<file path="config.mk">
export PLATFORM = sky130hd
export DESIGN_NAME = flash_extent_allocator
export DESIGN_NICKNAME = d
export VERILOG_FILES = /design/src/rtl/fea_pkg.sv /design/src/rtl/fea_ram.sv /design/src/rtl/flash_extent_allocator.sv
export SDC_FILE = /design/constraint.sdc
export NUM_CORES = 2
export LEC_CHECK = 0
export ABC_AREA = 0
export ABC_CLOCK_PERIOD_IN_PS = 16000
export BUFFER_PORTS_ARGS = -buffer_cell sky130_fd_sc_hd__buf_2
export CAP_MARGIN = 40
export CELL_PAD_IN_SITES_DETAIL_PLACEMENT = 0
export CELL_PAD_IN_SITES_GLOBAL_PLACEMENT = 1
export CORE_ASPECT_RATIO = 0.7
export CORE_MARGIN = 4
export CORE_UTILIZATION = 54
export CTS_BUF_LIST = sky130_fd_sc_hd__clkbuf_4 sky130_fd_sc_hd__clkbuf_8
export DETAILED_ROUTE_END_ITERATION = 8
export GPL_ROUTABILITY_DRIVEN = 0
export HOLD_SLACK_MARGIN = 0.12
export MAX_ROUTING_LAYER = met4
export PLACE_DENSITY_LB_ADDON = 0.25
export SETUP_SLACK_MARGIN = 0.4
export SYNTH_ARGS = -nofsm -noshare
export SYNTH_HDL_FRONTEND = slang
export SYNTH_SLANG_ARGS = --single-unit
</file>
<file path="constraint.sdc">
create_clock -name clock -period 16 [get_ports clock]
set_input_delay 3.2 -clock clock [delete_from_list [all_inputs] [get_ports clock]]
set_output_delay 3.2 -clock clock [all_outputs]
set_load 0.05 [all_outputs]
</file>
<file path="src/rtl/fea_pkg.sv">
`default_nettype none
package fea_pkg;

   localparam int MAX_RECORDS = 32;
   localparam int EXT_DEPTH   = MAX_RECORDS + 1;
   localparam int REC_AW      = (MAX_RECORDS > 1) ? $clog2(MAX_RECORDS) : 1;
   localparam int REC_CW      = $clog2(MAX_RECORDS + 1);
   localparam int EXT_AW      = $clog2(EXT_DEPTH);
   localparam int EXT_CW      = $clog2(EXT_DEPTH + 1);
   localparam int SECTOR_SH   = 12;
   localparam int SEC_W       = 20;

   localparam logic [31:0] ADDR_NONE = 32'hFFFF_FFFF;

   typedef logic [1:0] op_type;
   localparam op_type OP_LOAD    = 2'd0;
   localparam op_type OP_REBUILD = 2'd1;
   localparam op_type OP_ALLOC   = 2'd2;
   localparam op_type OP_NONE    = 2'd3;

   typedef logic [1:0] status_type;
   localparam status_type ST_DONE  = 2'd0;
   localparam status_type ST_NOFIT = 2'd1;
   localparam status_type ST_FULL  = 2'd2;

   typedef logic [0:0] csr_index_type;
   localparam csr_index_type CSR_REGION_START = 1'd0;
   localparam csr_index_type CSR_FLASH_END    = 1'd1;

endpackage
`default_nettype wire

</file>
<file path="src/rtl/fea_ram.sv">
`default_nettype none
module fea_ram #(
   parameter int WIDTH = 32,
   parameter int DEPTH = 32,
   parameter int AW    = (DEPTH > 1) ? $clog2(DEPTH) : 1
) (
   input  wire logic             clock,
   input  wire logic             we,
   input  wire logic [AW-1:0]    waddr,
   input  wire logic [WIDTH-1:0] wdata,
   input  wire logic [AW-1:0]    raddr,
   output logic      [WIDTH-1:0] rdata
);
   logic [WIDTH-1:0] mem [DEPTH];

   always_ff @(posedge clock) begin
      if (we) begin
         mem[waddr] <= wdata;
      end
      rdata <= mem[raddr];
   end
endmodule
`default_nettype wire

</file>
<file path="src/rtl/flash_extent_allocator.sv">
`default_nettype none
// Sector-granular first-fit allocator for a flash region of 4096-byte
// sectors. Every item started (start high while busy low) produces exactly
// one result, shown for a single cycle with rsp_valid; the receiver cannot
// stall, so rsp_* must be captured on that cycle. Loads and the unused op
// answer in the next cycle and leave busy low. A rebuild makes, for each
// sorted position, a full pass over the record RAM (the RAM has one
// registered read port) plus one walk step. An allocate scans extents up
// to the hit, then moves later extents down when an extent is consumed
// whole (extent RAM, one read and one write port).
// Registers (csr_index): 0 region_start, 1 flash_end; write them only idle.
module flash_extent_allocator (
   input  wire logic                        clock,
   input  wire logic                        reset,
   input  wire logic                        start,
   output logic                             busy,
   input  wire fea_pkg::op_type             req_op,
   input  wire logic                        req_slot_used,
   input  wire logic [31:0]                 req_entry_addr,
   input  wire logic [31:0]                 req_entry_size,
   input  wire logic [31:0]                 req_alloc_len,
   output logic                             rsp_valid,
   output logic [31:0]                      rsp_alloc_addr,
   output logic                             rsp_found,
   output fea_pkg::status_type              rsp_status,
   output logic [5:0]                       rsp_extent_count,
   input  wire logic                        csr_valid,
   output logic                             csr_ready,
   input  wire fea_pkg::csr_index_type      csr_index,
   input  wire logic [31:0]                 csr_wdata
);
   import fea_pkg::*;

   localparam logic [2:0] S_IDLE  = 3'd0;
   localparam logic [2:0] S_SCAN  = 3'd1;  // find next record in sort order
   localparam logic [2:0] S_WALK  = 3'd2;  // fold that record into the gap walk
   localparam logic [2:0] S_TAIL  = 3'd3;
   localparam logic [2:0] S_AFIND = 3'd4;  // first-fit search
   localparam logic [2:0] S_SHIFT = 3'd5;  // close the hole of a removed extent

   localparam int KEY_W = 32 + REC_AW;

   logic [2:0]        state_ff, state_in;
   logic              phase_ff, phase_in;
   logic [31:0]       region_ff, region_in;
   logic [31:0]       fend_ff, fend_in;
   logic [REC_CW-1:0] rcnt_ff, rcnt_in;
   logic [EXT_CW-1:0] etot_ff, etot_in;
   logic [REC_AW-1:0] sidx_ff, sidx_in;
   logic [REC_CW-1:0] left_ff, left_in;
   logic              bestv_ff, bestv_in;
   logic [KEY_W-1:0]  bkey_ff, bkey_in;
   logic [31:0]       bsize_ff, bsize_in;
   logic              lastv_ff, lastv_in;
   logic [KEY_W-1:0]  lkey_ff, lkey_in;
   logic [32:0]       off_ff, off_in;
   logic [EXT_AW-1:0] eidx_ff, eidx_in;
   logic [31:0]       alen_ff, alen_in;
   logic              rv_ff, rv_in;
   logic [31:0]       raddr_ff, raddr_in;
   logic              rfound_ff, rfound_in;
   status_type        rstat_ff, rstat_in;

   // record RAM: {addr, size}; extent RAM: {start, sectors}
   logic              rec_we;
   logic [REC_AW-1:0] rec_waddr;
   logic [63:0]       rec_rdata;
   logic              ext_we;
   logic [EXT_AW-1:0] ext_waddr, ext_raddr;
   logic [51:0]       ext_wdata, ext_rdata;

   fea_ram #(.WIDTH(64), .DEPTH(MAX_RECORDS)) u_rec_ram (
      .clock (clock),
      .we    (rec_we),
      .waddr (rec_waddr),
      .wdata ({req_entry_addr, req_entry_size}),
      .raddr (sidx_ff),
      .rdata (rec_rdata)
   );

   fea_ram #(.WIDTH(52), .DEPTH(EXT_DEPTH)) u_ext_ram (
      .clock (clock),
      .we    (ext_we),
      .waddr (ext_waddr),
      .wdata (ext_wdata),
      .raddr (ext_raddr),
      .rdata (ext_rdata)
   );

   logic              accept, keep_rec;
   logic [KEY_W-1:0]  cur_key;
   logic [20:0]       bsecs;
   logic [32:0]       rec_end, gap, tail;
   logic [31:0]       x_start, x_bytes;
   logic [SEC_W-1:0]  x_secs;
   logic [20:0]       need, remain;
   logic              last_ext;

   assign accept   = start && !busy;
   assign keep_rec = req_slot_used && (req_entry_addr != ADDR_NONE) && (req_entry_size != '0);
   assign cur_key  = {rec_rdata[63:32], sidx_ff};
   // record end rounded up to a sector; 33 bits so ends past 4 GiB don't wrap
   assign bsecs    = {1'b0, bsize_ff[31:SECTOR_SH]} + 21'(|bsize_ff[SECTOR_SH-1:0]);
   assign rec_end  = {1'b0, bkey_ff[KEY_W-1:REC_AW]} + {bsecs, 12'b0};
   assign gap      = {1'b0, bkey_ff[KEY_W-1:REC_AW]} - off_ff;
   assign tail     = {1'b0, fend_ff} - off_ff;
   assign x_start  = ext_rdata[51:20];
   assign x_secs   = ext_rdata[19:0];
   assign x_bytes  = {x_secs, 12'b0};
   assign need     = {1'b0, alen_ff[31:SECTOR_SH]} + 21'(|alen_ff[SECTOR_SH-1:0]);
   assign remain   = {1'b0, x_secs} - need;
   assign last_ext = (EXT_CW'(eidx_ff) + EXT_CW'(1)) == etot_ff;

   // during a shift the read address runs one above the write address, so the
   // entry being copied is never the one written in that cycle
   assign ext_raddr = (state_ff == S_SHIFT) ? EXT_AW'(eidx_ff + EXT_AW'(1)) : eidx_ff;

   always_comb begin
      state_in  = state_ff;
      phase_in  = phase_ff;
      region_in = region_ff;
      fend_in   = fend_ff;
      rcnt_in   = rcnt_ff;
      etot_in   = etot_ff;
      sidx_in   = sidx_ff;
      left_in   = left_ff;
      bestv_in  = bestv_ff;
      bkey_in   = bkey_ff;
      bsize_in  = bsize_ff;
      lastv_in  = lastv_ff;
      lkey_in   = lkey_ff;
      off_in    = off_ff;
      eidx_in   = eidx_ff;
      alen_in   = alen_ff;
      rv_in     = 1'b0;
      raddr_in  = raddr_ff;
      rfound_in = rfound_ff;
      rstat_in  = rstat_ff;
      rec_we    = 1'b0;
      rec_waddr = REC_AW'(rcnt_ff);
      ext_we    = 1'b0;
      ext_waddr = EXT_AW'(etot_ff);
      ext_wdata = {off_ff[31:0], gap[31:12]};

      if (csr_valid) begin
         unique case (csr_index)
            CSR_REGION_START: region_in = csr_wdata;
            CSR_FLASH_END:    fend_in   = csr_wdata;
            default: ;
         endcase
      end

      unique case (state_ff)
         S_IDLE: begin
            if (accept) begin
               alen_in   = req_alloc_len;
               raddr_in  = '0;
               rfound_in = 1'b0;
               rstat_in  = ST_DONE;
               phase_in  = 1'b0;
               unique case (req_op)
                  OP_LOAD: begin
                     rv_in = 1'b1;
                     if (keep_rec) begin
                        if (rcnt_ff < REC_CW'(MAX_RECORDS)) begin
                           rec_we  = 1'b1;
                           rcnt_in = rcnt_ff + REC_CW'(1);
                        end else begin
                           rstat_in = ST_FULL;
                        end
                     end
                  end
                  OP_REBUILD: begin
                     off_in   = {1'b0, region_ff};
                     etot_in  = '0;
                     left_in  = rcnt_ff;
                     lastv_in = 1'b0;
                     bestv_in = 1'b0;
                     sidx_in  = '0;
                     state_in = (rcnt_ff == '0) ? S_TAIL : S_SCAN;
                  end
                  OP_ALLOC: begin
                     eidx_in = '0;
                     if (etot_ff == '0) begin
                        rstat_in = ST_NOFIT;
                        rv_in    = 1'b1;
                     end else begin
                        state_in = S_AFIND;
                     end
                  end
                  OP_NONE: rv_in = 1'b1;
                  default: rv_in = 1'b1;
               endcase
            end
         end

         S_SCAN: begin
            phase_in = !phase_ff;
            if (phase_ff) begin
               // smallest (addr, load index) above the last one taken
               if ((!lastv_ff || cur_key > lkey_ff) && (!bestv_ff || cur_key < bkey_ff)) begin
                  bestv_in = 1'b1;
                  bkey_in  = cur_key;
                  bsize_in = rec_rdata[31:0];
               end
               if (REC_CW'(sidx_ff) + REC_CW'(1) == rcnt_ff) begin
                  state_in = S_WALK;
               end else begin
                  sidx_in = sidx_ff + REC_AW'(1);
               end
            end
         end

         S_WALK: begin
            if (off_ff < {1'b0, bkey_ff[KEY_W-1:REC_AW]}) begin
               ext_we  = 1'b1;
               etot_in = etot_ff + EXT_CW'(1);
               off_in  = rec_end;
            end else if (off_ff == {1'b0, bkey_ff[KEY_W-1:REC_AW]}) begin
               off_in = rec_end;
            end
            lastv_in = 1'b1;
            lkey_in  = bkey_ff;
            bestv_in = 1'b0;
            sidx_in  = '0;
            phase_in = 1'b0;
            left_in  = left_ff - REC_CW'(1);
            state_in = (left_ff == REC_CW'(1)) ? S_TAIL : S_SCAN;
         end

         S_TAIL: begin
            if (off_ff < {1'b0, fend_ff}) begin
               ext_we    = 1'b1;
               ext_wdata = {off_ff[31:0], tail[31:12]};
               etot_in   = etot_ff + EXT_CW'(1);
            end
            rcnt_in  = '0;
            rv_in    = 1'b1;
            state_in = S_IDLE;
         end

         S_AFIND: begin
            phase_in = !phase_ff;
            if (phase_ff) begin
               if ({1'b0, alen_ff} < {1'b0, x_bytes}) begin
                  raddr_in  = x_start;
                  rfound_in = 1'b1;
                  if (remain > 21'd1) begin
                     ext_we    = 1'b1;
                     ext_waddr = eidx_ff;
                     ext_wdata = {x_start + {need[19:0], 12'b0}, remain[19:0]};
                     rv_in     = 1'b1;
                     state_in  = S_IDLE;
                  end else if (last_ext) begin
                     etot_in  = etot_ff - EXT_CW'(1);
                     rv_in    = 1'b1;
                     state_in = S_IDLE;
                  end else begin
                     state_in = S_SHIFT;
                  end
               end else if (last_ext) begin
                  rstat_in = ST_NOFIT;
                  rv_in    = 1'b1;
                  state_in = S_IDLE;
               end else begin
                  eidx_in = eidx_ff + EXT_AW'(1);
               end
            end
         end

         S_SHIFT: begin
            phase_in = !phase_ff;
            if (phase_ff) begin
               ext_we    = 1'b1;
               ext_waddr = eidx_ff;
               ext_wdata = ext_rdata;
               if (EXT_CW'(eidx_ff) + EXT_CW'(2) == etot_ff) begin
                  etot_in  = etot_ff - EXT_CW'(1);
                  rv_in    = 1'b1;
                  state_in = S_IDLE;
               end else begin
                  eidx_in = eidx_ff + EXT_AW'(1);
               end
            end
         end

         default: state_in = S_IDLE;
      endcase
   end

   always_ff @(posedge clock) begin
      if (reset) begin
         state_ff  <= S_IDLE;
         phase_ff  <= 1'b0;
         region_ff <= 32'd4096;
         fend_ff   <= 32'd16777216;
         rcnt_ff   <= '0;
         etot_ff   <= '0;
         rv_ff     <= 1'b0;
      end else begin
         state_ff  <= state_in;
         phase_ff  <= phase_in;
         region_ff <= region_in;
         fend_ff   <= fend_in;
         rcnt_ff   <= rcnt_in;
         etot_ff   <= etot_in;
         rv_ff     <= rv_in;
      end
      sidx_ff   <= sidx_in;
      left_ff   <= left_in;
      bestv_ff  <= bestv_in;
      bkey_ff   <= bkey_in;
      bsize_ff  <= bsize_in;
      lastv_ff  <= lastv_in;
      lkey_ff   <= lkey_in;
      off_ff    <= off_in;
      eidx_ff   <= eidx_in;
      alen_ff   <= alen_in;
      raddr_ff  <= raddr_in;
      rfound_ff <= rfound_in;
      rstat_ff  <= rstat_in;
   end

   // extent count reported is the count after the item
   logic [EXT_CW-1:0] cnt_out_ff;
   always_ff @(posedge clock) begin
      cnt_out_ff <= etot_in;
   end

   assign busy             = (state_ff != S_IDLE);
   assign csr_ready        = 1'b1;
   assign rsp_valid        = rv_ff;
   assign rsp_alloc_addr   = raddr_ff;
   assign rsp_found        = rfound_ff;
   assign rsp_status       = rstat_ff;
   assign rsp_extent_count = 6'(cnt_out_ff);
endmodule
`default_nettype wire

</file>
## Word level (Yosys, flattened, before mapping)

Memories as Yosys holds them, arrays and structs flattened. A register that Yosys moved wholly into a read port is not among the register bits.
Index checks and enable logic that the tools add are counted.

| word-level totals | value |
|---|---|
| bits in registers | 312 |
| latch bits | 0 |
| RAM bits | 3,764 |
| bits in read-only memories | 0 |
| logic and storage cells | 236 |
| memories | 2 |

| operators by class | value |
|---|---|
| add/subtract/negate cells | 15 |
| $mul | 0 |
| divide/modulo/power cells | 0 |
| $lt $le $gt $ge | 7 |
| equality and inequality tests | 36 |
| shifts and indexed selects | 0 |
| multiplexer cells | 114 |
| bitwise gates (word level) | 1 |
| reduce and logical (&&, ||, !) cells | 40 |

Memory list:

| name | depth | bits a word | read ports | clocked after Yosys merged registers in | write ports | line | text |
|---|---|---|---|---|---|---|---|
| u_rec_ram.mem | 32 | 64 | 1 | 1 | 1 | fea_ram.sv:14 | `logic [WIDTH-1:0] mem [DEPTH];` |
| u_ext_ram.mem | 33 | 52 | 1 | 1 | 1 | fea_ram.sv:14 |  |

Operators with widths:

| kind | number |
|---|---|
| 2-to-1 mux 52 bit | 4 |
| 2-to-1 mux 6 bit | 28 |
| one-hot mux 52 bit (3 select lines) | 1 |
| 2-to-1 mux 33 bit | 4 |
| 2-to-1 mux 32 bit | 3 |
| less-than comparator 33 x 32 -> 1 bit | 2 |
| one-hot mux 33 bit (2 select lines) | 1 |
| one-hot mux 32 bit (2 select lines) | 1 |
| subtractor 32 bit | 2 |
| adder 20 x 1 -> 21 bit | 2 |
| greater-than comparator 37 bit | 1 |
| less-than comparator 37 bit | 1 |
| one-hot mux 6 bit (2 select lines) | 3 |
| adder 32 x 33 -> 33 bit | 1 |
| equality test 33 x 32 -> 1 bit | 1 |
| 2-to-1 mux 3 bit | 11 |
| adder 32 bit | 1 |
| less-than comparator 32 bit | 1 |
| inequality test 32 bit, second input constant | 1 |
| nonzero test 32 bit | 1 |
| 2-to-1 mux 1 bit | 31 |
| one-hot mux 6 bit (5 select lines) | 1 |
| inequality test 2 bit, second input constant | 14 |
| OR reduction 12 bit | 2 |
| 46 further kinds | 95 |

## Longest topological paths before layout

| logic depth | value |
|---|---|
| depth in word-level cells | 10 |
| mapped depth | 22 |

## Cells and area by module

From an unflattened synthesis, not the netlist that was laid out.

| second synthesis, totals | value |
|---|---|
| cells, all modules | 9,172 |
| area total of the unflattened synthesis | 170,088.1 um2 |

By module, submodules not included:

| module | times used | cells an instance | area an instance (um2) | seq. area each (um2) |
|---|---|---|---|---|
| fea_ram (u_rec_ram) | 1 | 3,096 | 78,964.5 | 62,780.2 |
| fea_ram (u_ext_ram) | 1 | 3,563 | 68,047.8 | 52,570.4 |
| flash_extent_allocator | 1 | 2,513 | 23,075.9 | 8,498.2 |

## Worst setup path before layout

Ideal clock, no wire load.

| timing | value |
|---|---|
| kind | reg2reg |
| start point | register alen_ff[2] |
| end point | memory u_ext_ram.mem[22][0], in the netlist u_ext_ram.mem[11][0] (enable) |
| setup time | 0.546 ns |
| arrival | 8.146 ns |
| slack | 7.308 ns |
| cell stages (with the launch flop) | 21 |
| path buffers | 0 |
| period minus slack after synthesis | 8.692 ns |
| cells stage by stage | edfxtp_1 -> nor4_1 -> nand3_1 -> ha_1 -> nand2_1 -> nor2_1 -> and3_1 -> and2_1 -> xor2_1 -> inv_1 -> ha_1 -> a21oi_4 -> nand2_2 -> a31oi_2 -> a31oi_1 -> or4_4 -> a2111oi_4 -> nand4_2 -> o21ai_4 -> o211ai_1 -> a221oi_1 |

| on the way | value |
|---|---|
| longest elaborated chain between the ends | 10 |

RTL lines:

| item | line | text |
|---|---|---|
| from (decl) | flash_extent_allocator.sv:58 | `logic [31:0] alen_ff, alen_in;` |
| from (signal assigned) | flash_extent_allocator.sv:318 | `alen_ff <= alen_in;` |
| OR reduction 12 bit | flash_extent_allocator.sv:110 | `assign need = {1'b0, alen_ff[31:SECTOR_SH]} + 21'(\|alen_ff[SECTOR_SH-1:0]);` |
| adder 20 x 1 -> 21 bit | flash_extent_allocator.sv:110 |  |
| subtractor 20 x 21 -> 21 bit | flash_extent_allocator.sv:111 | `assign remain = {1'b0, x_secs} - need;` |
| greater-than comparator 21 x 1 -> 1 bit | flash_extent_allocator.sv:248 | `if (remain > 21'd1) begin` |
| 2-to-1 mux 1 bit | flash_extent_allocator.sv:248 |  |
| 2-to-1 mux 1 bit | flash_extent_allocator.sv:245 | `if ({1'b0, alen_ff} < {1'b0, x_bytes}) begin` |
| 2-to-1 mux 1 bit | flash_extent_allocator.sv:244 | `if (phase_ff) begin` |
| one-hot mux 1 bit (4 select lines) | flash_extent_allocator.sv:153 | `unique case (state_ff)` |
| 2-to-1 mux 1 bit | fea_ram.sv:17 | `if (we) begin` |
| 2-to-1 mux 1 bit (implied by the code) | fea_ram.sv:18 | `mem[waddr] <= wdata;` |
| to (decl) | fea_ram.sv:14 |  |

Several ways; a longest one is shown, not always the timed one.

## Worst setup path in the final report

| timing | value |
|---|---|
| start point | register alen_ff[2] |
| end point | memory u_ext_ram.mem[28][24], in the netlist u_ext_ram.mem[14][24] (enable) |

The elaborated chain is that of the path after synthesis.

==> results.md <==
* Outcome: complete, no violations
* First-pass iteration count of the detailed router at 6
* Register-to-Register Setup Slack at 7910 ps
* Vias/cell at 6.44
* Post-CTS Setup Bufs at 0
* Placed Cells at 12500
* Critical Path RT at 16710 ps
* Leak Pwr at 62.4 nW
* Synth Area in Compound Gates at 2.89%
* Clk sinks at 4192
* CTS buffer count at 619
* Startpoint types: flop
* FFs w/ async S/R, synth at 0%
* Area of the multi-input gates at 0.0426 mm²
* CTS resizes at 0
* Vias in the first global route at 86500
* Commonest cells after routing, fill and taps aside: edfxtp_1 (3989), mux4_2 (1160), clkbuf_8 (667)
* Area Overhead vs Synth at 12.6%
* Hold Fails Final Rpt at 0
* Clk root buf: clkbuf_8
* Leading cell type in the layout, fill and taps excluded: edfxtp_1
* RSZ-0062 raised after global routing: no
* Gr ovfl total at 0
* Adder-cell share of the synthesized area at 2.22%
* Sequential cell area at 0.124 mm²
* Initial antenna violation count at 34
* Worst-Margin Slew at 1060 ps
* Num ports at 180
* Total number of vias at 88100
* Total track usage at 28.3%
* Setup violators final at 0
* Fill cells at 21600
* DIE AREA at 0.320 mm²
* Tot Pwr at 22.5 mW
* Yosys cell types at 102
* Drt initial violations at 12300
* #FFs+latches synth at 4192
* Post-synth EDFFs at 3989
* Die height at 475 µm
* Maximum clock insertion buffer count at 4
* H-tree levels at 6
* IO buf count at 178
* Detailed-route wire length at 440000 µm
* Syn Inst Count at 8308
* Die width at 675 µm
* Hold-fix buffers at CTS at 0
* Max cap viols at 0
* Remaining DRCs at 0
* Ratio of cells with drive above 1 in the final layout at 29.3%
* PnR worst setup slack at 7910 ps
* Nets at 9449
* Slew margin rel. at 29.1%
* Row cnt at 171
* FMAX at 0.124 GHz
* Crit path DAT at 8800 ps
* Post-synthesis sequential area ratio at 73.7%
* Post-Syn Nets at 8740
* Worst IR Drop VDD at 0.0000865 V
* Largest family of logic cells by synthesized area: multiplexers
* Worst Hold Class: reg -> reg
* Fin crit share at 50.6%
* Initial core utilization at 54.2%
* Reg clk slew, reported paths at 60 ps
* Mean Syn Cell Area at 20.2 µm²
* DR WL/cell at 32.2 µm
* CTS tree: built
* Mux share of post-synthesis cell area at 16.0%
* Syn Std Cell Area at 0.168 mm²
* Top FF cell, synth: edfxtp_1
* Crit path max fanout at 22
* Setup WS pre-CTS at 7490 ps
* Largest net degree at the start of global routing at 118
* Setup Total Neg Slack at 0 ps
* Post-route ant nets at 0
* Period minus WS final at 8090 ps
* Core area at 0.310 mm²
* Layout Cells excl Fill at 13700
* Synth Area in XOR/XNOR at 0.745%
* Global-route wire length before repair at 627000 µm
* Area fraction in and, or, nand and nor cells after synthesis at 3.05%
* Dpl hpwl at 262000 µm
* Synth warnings at 0
* Worst skew pair latency at 1080 ps
* Layout Skew at 83.4 ps
* Critical setup path kind: reg -> reg
* CP endpoint kind: flop
* Final Max Slew Viols at 0
* Pwr Density at 119 mW/mm²
[power by group]
part           switching, mW  internal (mW)  leakage (nW)
registers             0.0921           12.2          37.6
clock network           4.07           4.59          6.55
logic                  0.942          0.589          18.2
total                   5.11           17.4          62.4
[logic make-up after synthesis]
family / count (synthesis)
multiplexers: 1231
AO/OA/AOI/OAI: 725
AND/OR/NAND/NOR: 1109
other: 1
flip-flops: 4192
XOR/XNOR: 143
buffers and inverters: 611
adder cells (fa/ha/maj): 296
[synth_stat cells, drive strengths merged (62+ instances only)]
master / n / area [µm²]
xnor2: 82 / 718
o21ai: 119 / 614
inv: 229 / 860
dfxtp: 203 / 4060
nand2: 484 / 1820
and3: 63 / 394
buf: 141 / 654
nor2: 237 / 895
clkbuf: 240 / 901
edfxtp: 3989 / 120000
a21oi: 248 / 1280
mux4: 1160 / 26100
a21o: 62 / 465
ha: 293 / 3670
[per-layer routing]
layer	share of wire [%]	global-route usage [%]	vias to the layer above
li1	-	-	35700
met1	42	43.1	46500
met2	44	38.8	5149
met3	11	6.37	686
met4	2.6	7.44	0
met5	0	-	-
[layout make-up]
class	instances	share of cell area (%)
flip-flops and latches	4192	65.5
multi-input cells	3505	22.5
clock buffers	880	5.70
well taps	4152	2.75
repair buffers	469	2.27
clock inverters	234	0.837
inverters	230	0.458
diodes	28	0.0370
[critical path, stage by stage (launching register included)]
cell and delay, ps:
edfxtp_1 360, nor4_1 350, nand3_1 560, ha_1 480, nand2_1 90, nor2_1 110
and3_1 250, and3_1 210, xor2_1 200, inv_1 70, ha_1 440, nand3_1 190
nor2_1 240, nand4_1 320, a41o_1 340, a211oi_1 350, a21oi_1 130, and2_4 210
a21oi_4 510, o21ai_0 460, a22oi_2 930, buf_4 570, buf_12 290
[final timing paths]
check | start | end | cells after the start
worst min register to register | u_rec_ram.rdata[11] | bsize_ff[11] | 0
worst max-delay path | alen_ff[2] | u_ext_ram.mem[14][24] | 22
worst min-delay path | u_rec_ram.rdata[11] | bsize_ff[11] | 0
worst max register to register | alen_ff[2] | u_ext_ram.mem[14][24] | 22
[sequential cells by signal, indices dropped and copies added, names as in the netlist, 33 cells and up]
register / flops
off_ff: 33
bkey_ff: 37
lkey_ff: 37
u_rec_ram.mem: 2048
u_ext_ram.rdata: 52
u_ext_ram.mem: 1716
u_rec_ram.rdata: 64
[stage by stage]
step	area, µm²	utilization, %	hold WS [ps]
after floorplan	168000	-	386
after global placement	175000	56.5	390
after detailed placement	177000	57.0	389
after CTS	189000	60.9	366
after global routing	189000	61.0	402
final	189000	61.0	368
Note: power is estimated with default switching activity, not from simulation.
